==> src/rtl/core/integer_to_decimal_ascii_top_defines.svh <==
// ----------------------------------------------------------------------------
// Integer to decimal ASCII - assertion macros
// Shared property wrappers for the checks at the end of the top level.
// ----------------------------------------------------------------------------
`ifndef INTEGER_TO_DECIMAL_ASCII_TOP_DEFINES_SVH
`define INTEGER_TO_DECIMAL_ASCII_TOP_DEFINES_SVH

// Same-cycle implication, clocked on clk and quiet during reset
`define I2D_ASSERT_NOW(label, ante, cons, msg) \
	label: assert property (@(posedge clk) disable iff (!arst_n) (ante) |-> (cons)) \
		else $error(msg);

// Next-cycle implication, clocked on clk and quiet during reset
`define I2D_ASSERT_NEXT(label, ante, cons, msg) \
	label: assert property (@(posedge clk) disable iff (!arst_n) (ante) |=> (cons)) \
		else $error(msg);

`endif

==> src/rtl/core/i2d_pkg.sv <==
// ----------------------------------------------------------------------------
// Integer to decimal ASCII - package
// Payload types, sequencer states, control bundle and character constants.
// ----------------------------------------------------------------------------
package i2d_pkg;

	localparam int ValueBits = 32;
	localparam int CharBits  = 8;
	localparam int CountBits = 4;
	localparam int DigitBits = 4;

	localparam logic [CharBits-1:0]  CharZero  = 8'd48;
	localparam logic [CharBits-1:0]  CharMinus = 8'd45;
	localparam logic [DigitBits-1:0] DigitMax  = 4'd9;
	// shift-add-3: a BCD digit of five or more is corrected before the shift
	localparam logic [DigitBits-1:0] DabbleLimit = 4'd5;
	localparam logic [DigitBits-1:0] DabbleAdj   = 4'd3;

	typedef struct packed {
		logic [ValueBits-1:0] value;
		logic                 func;
	} req_t;

	typedef struct packed {
		logic [CharBits-1:0]  out_char;
		logic                 last;
		logic [CountBits-1:0] char_count;
	} rsp_t;

	typedef enum logic [2:0] {
		ST_IDLE,
		ST_CONV,
		ST_TRIM,
		ST_SIGN,
		ST_EMIT
	} state_t;

	typedef struct packed {
		logic load;         // take a fresh magnitude, clear the BCD word
		logic step;         // one shift-add-3 iteration
		logic shift_digit;  // drop the top BCD digit
	} dab_ctl_t;

endpackage

==> src/rtl/core/i2d_dabble.sv <==
// ----------------------------------------------------------------------------
// Integer to decimal ASCII - shift-add-3 unit
// Binary and BCD shift registers with one shared correction-and-shift step.
// ----------------------------------------------------------------------------
module i2d_dabble #(
	parameter int VALUE_WIDTH = 32,
	parameter int NUM_DIGITS  = 10
) (
	input  logic                                       clk,
	input  i2d_pkg::dab_ctl_t                          ctl,
	input  logic [VALUE_WIDTH-1:0]                     mag,
	output logic [i2d_pkg::DigitBits-1:0]              top_digit
);

	localparam int BcdBits = NUM_DIGITS * i2d_pkg::DigitBits;

	logic [VALUE_WIDTH-1:0] bin_q;
	logic [BcdBits-1:0]     bcd_q;
	logic [BcdBits-1:0]     bcd_adj;

	always_comb begin
		bcd_adj = bcd_q;
		for (int i = 0; i < NUM_DIGITS; i++) begin
			if (bcd_q[i*i2d_pkg::DigitBits +: i2d_pkg::DigitBits] >= i2d_pkg::DabbleLimit) begin
				bcd_adj[i*i2d_pkg::DigitBits +: i2d_pkg::DigitBits] =
					bcd_q[i*i2d_pkg::DigitBits +: i2d_pkg::DigitBits] + i2d_pkg::DabbleAdj;
			end
		end
	end

	always_ff @(posedge clk) begin
		if (ctl.load) begin
			bin_q <= mag;
			bcd_q <= '0;
		end else if (ctl.step) begin
			bin_q <= {bin_q[VALUE_WIDTH-2:0], 1'b0};
			bcd_q <= {bcd_adj[BcdBits-2:0], bin_q[VALUE_WIDTH-1]};
		end else if (ctl.shift_digit) begin
			bcd_q <= {bcd_q[BcdBits-i2d_pkg::DigitBits-1:0], {i2d_pkg::DigitBits{1'b0}}};
		end
	end

	assign top_digit = bcd_q[BcdBits-1 -: i2d_pkg::DigitBits];

endmodule

==> src/rtl/core/i2d_ctrl.sv <==
// ----------------------------------------------------------------------------
// Integer to decimal ASCII - sequencer
// Runs conversion, strips leading zeros and issues one character per slot.
// ----------------------------------------------------------------------------
module i2d_ctrl #(
	parameter int VALUE_WIDTH = 32,
	parameter int NUM_DIGITS  = 10
) (
	input  logic                          clk,
	input  logic                          arst_n,
	input  logic                          req_valid,
	input  logic                          negative,
	input  logic [i2d_pkg::DigitBits-1:0] top_digit,
	input  logic                          rsp_free,
	output logic                          req_stall,
	output i2d_pkg::dab_ctl_t             ctl,
	output logic                          emit,
	output i2d_pkg::rsp_t                 emit_data
);

	localparam int BitCntBits = $clog2(VALUE_WIDTH);
	localparam int DigCntBits = $clog2(NUM_DIGITS + 1);

	i2d_pkg::state_t state_q, state_d;

	logic [BitCntBits-1:0]         bit_cnt_q;
	logic [DigCntBits-1:0]         dig_cnt_q;
	logic [i2d_pkg::CountBits-1:0] char_cnt_q;
	logic                          neg_q;

	logic conv_done;
	logic trim_done;
	logic last_digit;

	assign conv_done  = (bit_cnt_q == BitCntBits'(VALUE_WIDTH - 1));
	assign trim_done  = (top_digit != '0) || (dig_cnt_q == DigCntBits'(1));
	assign last_digit = (dig_cnt_q == DigCntBits'(1));

	// next state
	always_comb begin
		state_d = state_q;
		unique case (state_q)
			i2d_pkg::ST_IDLE: begin
				if (req_valid) state_d = i2d_pkg::ST_CONV;
			end
			i2d_pkg::ST_CONV: begin
				if (conv_done) state_d = i2d_pkg::ST_TRIM;
			end
			i2d_pkg::ST_TRIM: begin
				if (trim_done) state_d = neg_q ? i2d_pkg::ST_SIGN : i2d_pkg::ST_EMIT;
			end
			i2d_pkg::ST_SIGN: begin
				if (rsp_free) state_d = i2d_pkg::ST_EMIT;
			end
			i2d_pkg::ST_EMIT: begin
				if (rsp_free && last_digit) state_d = i2d_pkg::ST_IDLE;
			end
			default: state_d = i2d_pkg::ST_IDLE;
		endcase
	end

	// outputs
	always_comb begin
		req_stall            = 1'b1;
		ctl                  = '0;
		emit                 = 1'b0;
		emit_data.out_char   = i2d_pkg::CharZero + {{(i2d_pkg::CharBits-i2d_pkg::DigitBits){1'b0}},
			top_digit};
		emit_data.last       = 1'b0;
		emit_data.char_count = '0;
		unique case (state_q)
			i2d_pkg::ST_IDLE: begin
				req_stall = 1'b0;
				ctl.load  = req_valid;
			end
			i2d_pkg::ST_CONV: begin
				ctl.step = 1'b1;
			end
			i2d_pkg::ST_TRIM: begin
				ctl.shift_digit = !trim_done;
			end
			i2d_pkg::ST_SIGN: begin
				emit               = rsp_free;
				emit_data.out_char = i2d_pkg::CharMinus;
			end
			i2d_pkg::ST_EMIT: begin
				emit            = rsp_free;
				ctl.shift_digit = rsp_free;
				emit_data.last  = last_digit;
				if (last_digit) emit_data.char_count = char_cnt_q + 1'b1;
			end
			default: begin
				req_stall = 1'b1;
			end
		endcase
	end

	always_ff @(posedge clk or negedge arst_n) begin
		if (!arst_n) begin
			state_q    <= i2d_pkg::ST_IDLE;
			bit_cnt_q  <= '0;
			dig_cnt_q  <= '0;
			char_cnt_q <= '0;
			neg_q      <= 1'b0;
		end else begin
			state_q <= state_d;
			if (ctl.load) begin
				bit_cnt_q  <= '0;
				dig_cnt_q  <= DigCntBits'(NUM_DIGITS);
				char_cnt_q <= '0;
				neg_q      <= negative;
			end else begin
				if (ctl.step) bit_cnt_q <= bit_cnt_q + 1'b1;
				if (ctl.shift_digit) dig_cnt_q <= dig_cnt_q - 1'b1;
				if (emit) char_cnt_q <= char_cnt_q + 1'b1;
			end
		end
	end

endmodule

==> src/rtl/core/integer_to_decimal_ascii_top.sv <==
// ----------------------------------------------------------------------------
// Integer to decimal ASCII - top level
// Prints a binary word as decimal text, one character per response.
// ----------------------------------------------------------------------------
//  channel | handshake            | payload
//  --------+----------------------+------------------------------------------
//  request | req_valid, req_stall | req (value, func)
//  respond | rsp_valid, rsp_stall | rsp (out_char, last, char_count)
//
//  One request is loaded, run through VALUE_WIDTH shift-add-3 steps, stripped
//  of leading zero digits, then printed as a minus sign first if negative and
//  one character per response, and the sequencer then returns to idle.
//  req_stall is high from acceptance until the last character is registered.
//  A stalled response holds the sequencer in place; nothing is dropped.
//  Reset returns the sequencer to idle and empties the response register.
// ----------------------------------------------------------------------------
`include "integer_to_decimal_ascii_top_defines.svh"

module integer_to_decimal_ascii_top #(
	parameter int VALUE_WIDTH = 32
) (
	input  logic          clk,
	input  logic          arst_n,
	input  logic          req_valid,
	output logic          req_stall,
	input  i2d_pkg::req_t req,
	output logic          rsp_valid,
	input  logic          rsp_stall,
	output i2d_pkg::rsp_t rsp
);

	localparam int NumDigits = (VALUE_WIDTH * 30103) / 100000 + 1;
	localparam int CopyBits  = (VALUE_WIDTH < i2d_pkg::ValueBits) ? VALUE_WIDTH
		: i2d_pkg::ValueBits;

	logic [VALUE_WIDTH-1:0]          word;
	logic [VALUE_WIDTH-1:0]          mag;
	logic                            negative;
	logic [i2d_pkg::DigitBits-1:0]   top_digit;
	logic                            rsp_free;
	logic                            emit;
	i2d_pkg::rsp_t                   emit_data;
	i2d_pkg::dab_ctl_t               ctl;

	logic          rsp_valid_q;
	i2d_pkg::rsp_t rsp_q;

	always_comb begin
		word                 = '0;
		word[CopyBits-1:0]   = req.value[CopyBits-1:0];
	end

	assign negative = req.func & word[VALUE_WIDTH-1];
	// two's complement negation read as unsigned covers the most negative word
	assign mag      = negative ? VALUE_WIDTH'(~word + VALUE_WIDTH'(1)) : word;

	i2d_dabble #(
		.VALUE_WIDTH (VALUE_WIDTH),
		.NUM_DIGITS  (NumDigits)
	) u_dabble (
		.clk       (clk),
		.ctl       (ctl),
		.mag       (mag),
		.top_digit (top_digit)
	);

	i2d_ctrl #(
		.VALUE_WIDTH (VALUE_WIDTH),
		.NUM_DIGITS  (NumDigits)
	) u_ctrl (
		.clk       (clk),
		.arst_n    (arst_n),
		.req_valid (req_valid),
		.negative  (negative),
		.top_digit (top_digit),
		.rsp_free  (rsp_free),
		.req_stall (req_stall),
		.ctl       (ctl),
		.emit      (emit),
		.emit_data (emit_data)
	);

	assign rsp_free = !rsp_valid_q || !rsp_stall;

	always_ff @(posedge clk or negedge arst_n) begin
		if (!arst_n) begin
			rsp_valid_q <= 1'b0;
		end else if (emit) begin
			rsp_valid_q <= 1'b1;
		end else if (!rsp_stall) begin
			rsp_valid_q <= 1'b0;
		end
	end

	always_ff @(posedge clk) begin
		if (emit) rsp_q <= emit_data;
	end

	assign rsp_valid = rsp_valid_q;
	assign rsp       = rsp_q;

	`I2D_ASSERT_NEXT(a_busy_after_req, req_valid && !req_stall, req_stall,
		"sequencer accepted a request but is not busy")
	`I2D_ASSERT_NOW(a_minus_not_last, rsp_valid && rsp.out_char == i2d_pkg::CharMinus,
		!rsp.last, "minus sign flagged as final character")
	`I2D_ASSERT_NOW(a_count_only_last, rsp_valid && !rsp.last, rsp.char_count == '0,
		"character count on a non-final character")
	`I2D_ASSERT_NOW(a_char_is_digit, rsp_valid && rsp.out_char != i2d_pkg::CharMinus,
		rsp.out_char >= i2d_pkg::CharZero &&
		rsp.out_char <= i2d_pkg::CharZero + i2d_pkg::CharBits'(i2d_pkg::DigitMax),
		"response character outside the decimal digits")

endmodule

==> config.mk <==
export PLATFORM = sky130hd
export DESIGN_NAME = integer_to_decimal_ascii_top
export DESIGN_NICKNAME = d
export VERILOG_FILES = /design/src/rtl/core/i2d_pkg.sv /design/src/rtl/core/i2d_dabble.sv /design/src/rtl/core/i2d_ctrl.sv /design/src/rtl/core/integer_to_decimal_ascii_top.sv
export VERILOG_INCLUDE_DIRS = /design/src /design/src/rtl/core
export SDC_FILE = /design/constraint.sdc
export NUM_CORES = 1
export LEC_CHECK = 0
export ABC_AREA = 1
export BUFFER_PORTS_ARGS = -buffer_cell sky130_fd_sc_hd__clkbuf_2
export CORE_ASPECT_RATIO = 2
export CORE_MARGIN = 10
export CORE_UTILIZATION = 30
export DETAILED_ROUTE_END_ITERATION = 8
export GPL_ROUTABILITY_DRIVEN = 0
export SYNTH_ARGS = -nofsm -noshare
export SYNTH_HDL_FRONTEND = slang
export SYNTH_HIERARCHICAL = 1
export SYNTH_SLANG_ARGS = --single-unit
export TNS_END_PERCENT = 100
==> constraint.sdc <==
create_clock -name clk -period 4.5 [get_ports clk]
set_input_delay 0 -clock clk [delete_from_list [all_inputs] [get_ports clk]]
set_output_delay 0 -clock clk [all_outputs]
set_load 0.02 [all_outputs]
==> load_flow_metrics.sql <==
INSERT INTO impl_metrics (metric_group, metric, value, unit) VALUES
('global_routing', 'total_global_routing_track_utilization', '11.53', '%'),
('clocking', 'clockRootBuffer', 'sky130_fd_sc_hd__clkbuf_16', ''),
('clocking', 'clock_path_buffers', '2', ''),
('sta', 'fmaxAchievable', '363.7', 'MHz'),
('setup_path', 'cp.buffers_inverters', '4', ''),
('setup_path', 'crit_path_start', 'u_ctrl/state_q[0]', ''),
('setup_path', 'crit_slowest_cell', 'sky130_fd_sc_hd__dfrtp_1', ''),
('global_routing', 'via_count_of_the_first_global_routing_pass', '6114', ''),
('setup_path', 'cp_data_required_time', '4.78', 'ns'),
('setup_path', 'critical_path.startpoint_type', 'flop', ''),
('placement', 'hpwl', '12760', 'um'),
('route', 'drt_wl_total', '16670', 'um'),
('sta', 'max_slew_margin', '49.21', '%'),
('clocking', 'post-cts-setup-buffers', '0', ''),
('yosys', 'yosysTopAreaCellShare', '20.12', '%'),
('outcome', 'outcome', 'complete, no violations', ''),
('route', 'drc', '0', ''),
('yosys', 'synth.ff_latch_count', '103', ''),
('route', 'dr_total_vias', '6036', ''),
('pwr', 'internal_power', '2.745', 'mW'),
('pwr', 'pwr-share-clk', '16.6', '%'),
('yosys', 'count_of_flip_flops_with_a_built_in_enable_after_synthesis', '45', ''),
('sta', 'final_number_of_hold_violating_endpoints', '0', ''),
('floorplanning', 'floorplan.die.height', '231.6', 'um'),
('floorplanning', 'io-pin-count', '52', ''),
('cells_and_area', 'filler_cell_count', '2376', ''),
('yosys', 'synth.yosys.warnings', '6', ''),
('route', 'detailedRoute.firstPassIterationCount', '4', ''),
('sta', 'unrepaired_setup_endpoints_after_global_routing', 'false', ''),
('min_path', 'source_of_the_worst_hold_timing_path', 'req[7]', ''),
('cells_and_area', 'area_growth', '11.40', '%'),
('route', 'avgRoutedWirePerCell', '13.21', 'um'),
('flow_run', 'maxCapViolCount', '0', ''),
('pwr', 'switching_share', '44.98', '%'),
('global_routing', 'grt_overflow_total', '0', ''),
('cells_and_area', 'antenna_diode_count', '0', ''),
('min_path', 'hold_path_class', 'input port to flop', ''),
('global_routing', 'grt_max_degree', '60', ''),
('yosys', 'synth_area_leaders', 'sky130_fd_sc_hd__edfxtp_1, sky130_fd_sc_hd__nand2_1, sky130_fd_sc_hd__dfxtp_1, sky130_fd_sc_hd__dfrtp_1, sky130_fd_sc_hd__inv_1', ''),
('yosys', 'synth_seq_area_share', '38.76', '%'),
('sta', 'worst_clock_skew', '0.01305', 'ns'),
('clocking', 'clk_latency', '0.36', 'ns'),
('setup_path', 'largest_driver_fanout_on_the_critical_path', '44', ''),
('placement', 'numPlacedInstances', '1243', ''),
('clocking', 'cts.sink_count', '103', ''),
('cells_and_area', 'post_route_cells_drive_above_1_share', '11.26', '%'),
('global_routing', 'number_of_antenna_violations_at_the_first_check_in_global_routing', '0', ''),
('route', 'drtIter0Drc', '308', ''),
('sta', 'setup-tns-final', '0', 'ns'),
('pwr', 'p_leak', '3.546', 'nW'),
('floorplanning', 'floorplan.initialDensity', '30.44', '%'),
('yosys', 'synth_flop_cell', 'sky130_fd_sc_hd__edfxtp_1', ''),
('setup_path', 'critPathTopFamily', 'buffers and inverters', ''),
('clocking', 'cts_tree', 'done', ''),
('pwr', 'worst_case_vdd_ir_drop', '374.7', 'uV'),
('yosys', 'synth.most_common_cell', 'sky130_fd_sc_hd__nand2_1', ''),
('route', 'postRouteAntennaNets', '0', ''),
('pwr', 'netSwitchingPower', '2.244', 'mW'),
('yosys', 'synthesis.area', '6715', 'um^2'),
('route', 'vias_per_cell', '4.783', ''),
('sta', 'post-route-min-period', '2.749', 'ns'),
('yosys', 'synth.avg_cell_area', '7.091', 'um^2'),
('setup_path', 'critPathKind', 'flop to flop', ''),
('floorplanning', 'std_cell_rows', '77', ''),
('yosys', 'yosysUniqueCellTypes', '38', ''),
('pwr', 'fraction_of_power_consumed_by_combinational_cells', '46.8', '%'),
('setup_path', 'critPathMaxStageDelay', '0.63', 'ns'),
('floorplanning', 'coreArea', '22060', 'um^2'),
('sta', 'timing_worst_slew_pin_value', '0.7618', 'ns'),
('clocking', 'numCtsBuffers', '9', ''),
('clocking', 'cts_htree_levels', '3', '');
## flip-flops by register name (all words and copies together) (netlist names)
name,flops
rsp,13
rsp_valid,1
u_ctrl/bit_cnt_q,5
u_ctrl/char_cnt_q,4
u_ctrl/dig_cnt_q,4
u_ctrl/neg_q,1
u_ctrl/state_q,3
u_dabble/bcd_q,40
u_dabble/bin_q,32
## layout make-up
type                    count  area (um^2)  share of cell area (%)
well taps                 276        345.3                   4.616
inverters                 121        454.2                   6.071
clock buffers               9        225.2                   3.011
multi-input cells         688         3455                   46.18
clock inverters             7        83.83                   1.121
flip-flops and latches    103         2603                   34.79
repair buffers             58        315.3                   4.215
## power groups by stage
stage / logic (mW) / clock network [mW] / registers [mW]
finish: 2.34 / 0.827 / 1.83
detailed placement: 2.35 / 0 / 1.85
floorplan: 1.86 / 0 / 1.77
global placement: 2.30 / 0 / 1.84
global route: 2.70 / 0.898 / 1.88
CTS: 2.36 / 0.857 / 1.83
## cells by family (layout without fill, tap and decap cells)
group / count (synthesis) / after routing / share of synthesized area (%)
other: 2 / 3 / 0.1118
AND/OR/NAND/NOR: 484 / 484 / 31.43
XOR/XNOR: 28 / 28 / 3.652
adder cells (fa/ha/maj): 26 / 26 / 4.844
AO/OA/AOI/OAI: 147 / 147 / 11.35
flip-flops: 103 / 103 / 38.76
buffers and inverters: 157 / 195 / 9.857
## per-stage QoR
step / worst slack, ns / hold slack (ns) / power (mW) / utilization (%) / instance area (um^2)
3_3_place_gp: 1.859 / -0.01931 / 4.143 / 32.37 / 7142
4_1_cts: 1.733 / 0.05148 / 5.050 / 33.91 / 7481
5_1_grt: 1.502 / 0.09297 / 5.474 / 33.91 / 7481
2_1_floorplan: 1.980 / -0.2956 / 3.633 / - / 6719
3_5_place_dp: 1.755 / -0.01690 / 4.200 / 32.37 / 7142
6_report: 1.751 / 0.07187 / 4.989 / 33.91 / 7481
## layout by cell type (no fill, tap or decap), drive strengths merged, types with 4 or more instances in the layout
| cell type | synthesis | final |
|---|---|---|
| nand2 | 303 | 303 |
| inv | 121 | 126 |
| nor2 | 92 | 92 |
| o21ai | 91 | 91 |
| nand3 | 61 | 61 |
| clkbuf | 7 | 60 |
| a21oi | 50 | 50 |
| edfxtp | 45 | 45 |
| dfxtp | 40 | 40 |
| ha | 26 | 26 |
| xor2 | 19 | 19 |
| dfrtp | 18 | 18 |
| nand4 | 15 | 15 |
| nor3 | 10 | 10 |
| xnor2 | 9 | 9 |
| buf | 29 | 4 |
## final timing paths
check	slack [ns]	cells after the start	end
hold reg to reg	0.47	1	u_ctrl/bit_cnt_q[3]
setup / recovery	1.75	8	u_dabble/bcd_q[11]
max in group asynchronous	4.05	2	u_ctrl/state_q[0]
setup reg to reg	1.75	8	u_dabble/bcd_q[11]
min in group asynchronous	0.12	2	u_ctrl/char_cnt_q[2]
hold / removal	0.07	4	u_dabble/bin_q[6]
## worst register-to-register path, cell delays in order, from the launching register on
cell                      delay [ns]
sky130_fd_sc_hd__dfrtp_1        0.63
sky130_fd_sc_hd__nand2_1        0.25
sky130_fd_sc_hd__inv_2          0.08
sky130_fd_sc_hd__buf_4          0.39
sky130_fd_sc_hd__inv_2          0.36
sky130_fd_sc_hd__nand2_2        0.36
sky130_fd_sc_hd__buf_4          0.30
sky130_fd_sc_hd__o21ai_0        0.11
sky130_fd_sc_hd__nor3_1         0.20
## per-layer routing
layer  GRT usage (%)  routed length, um  vias up
li1                -                  -     3097
met1           10.17               6036     2766
met2           23.10               9427      134
met3           2.309                548       39
met4           6.612                659        0
met5               0                  0        -
## timing repair
| action | in CTS | in global routing |
|---|---|---|
| setup endpoints to repair | 0 | 0 |
| hold endpoints to repair | 20 | 0 |
| hold buffers | 3 | 0 |
| resized for setup | 0 | 0 |
Power figures use the tool's default switching activity.
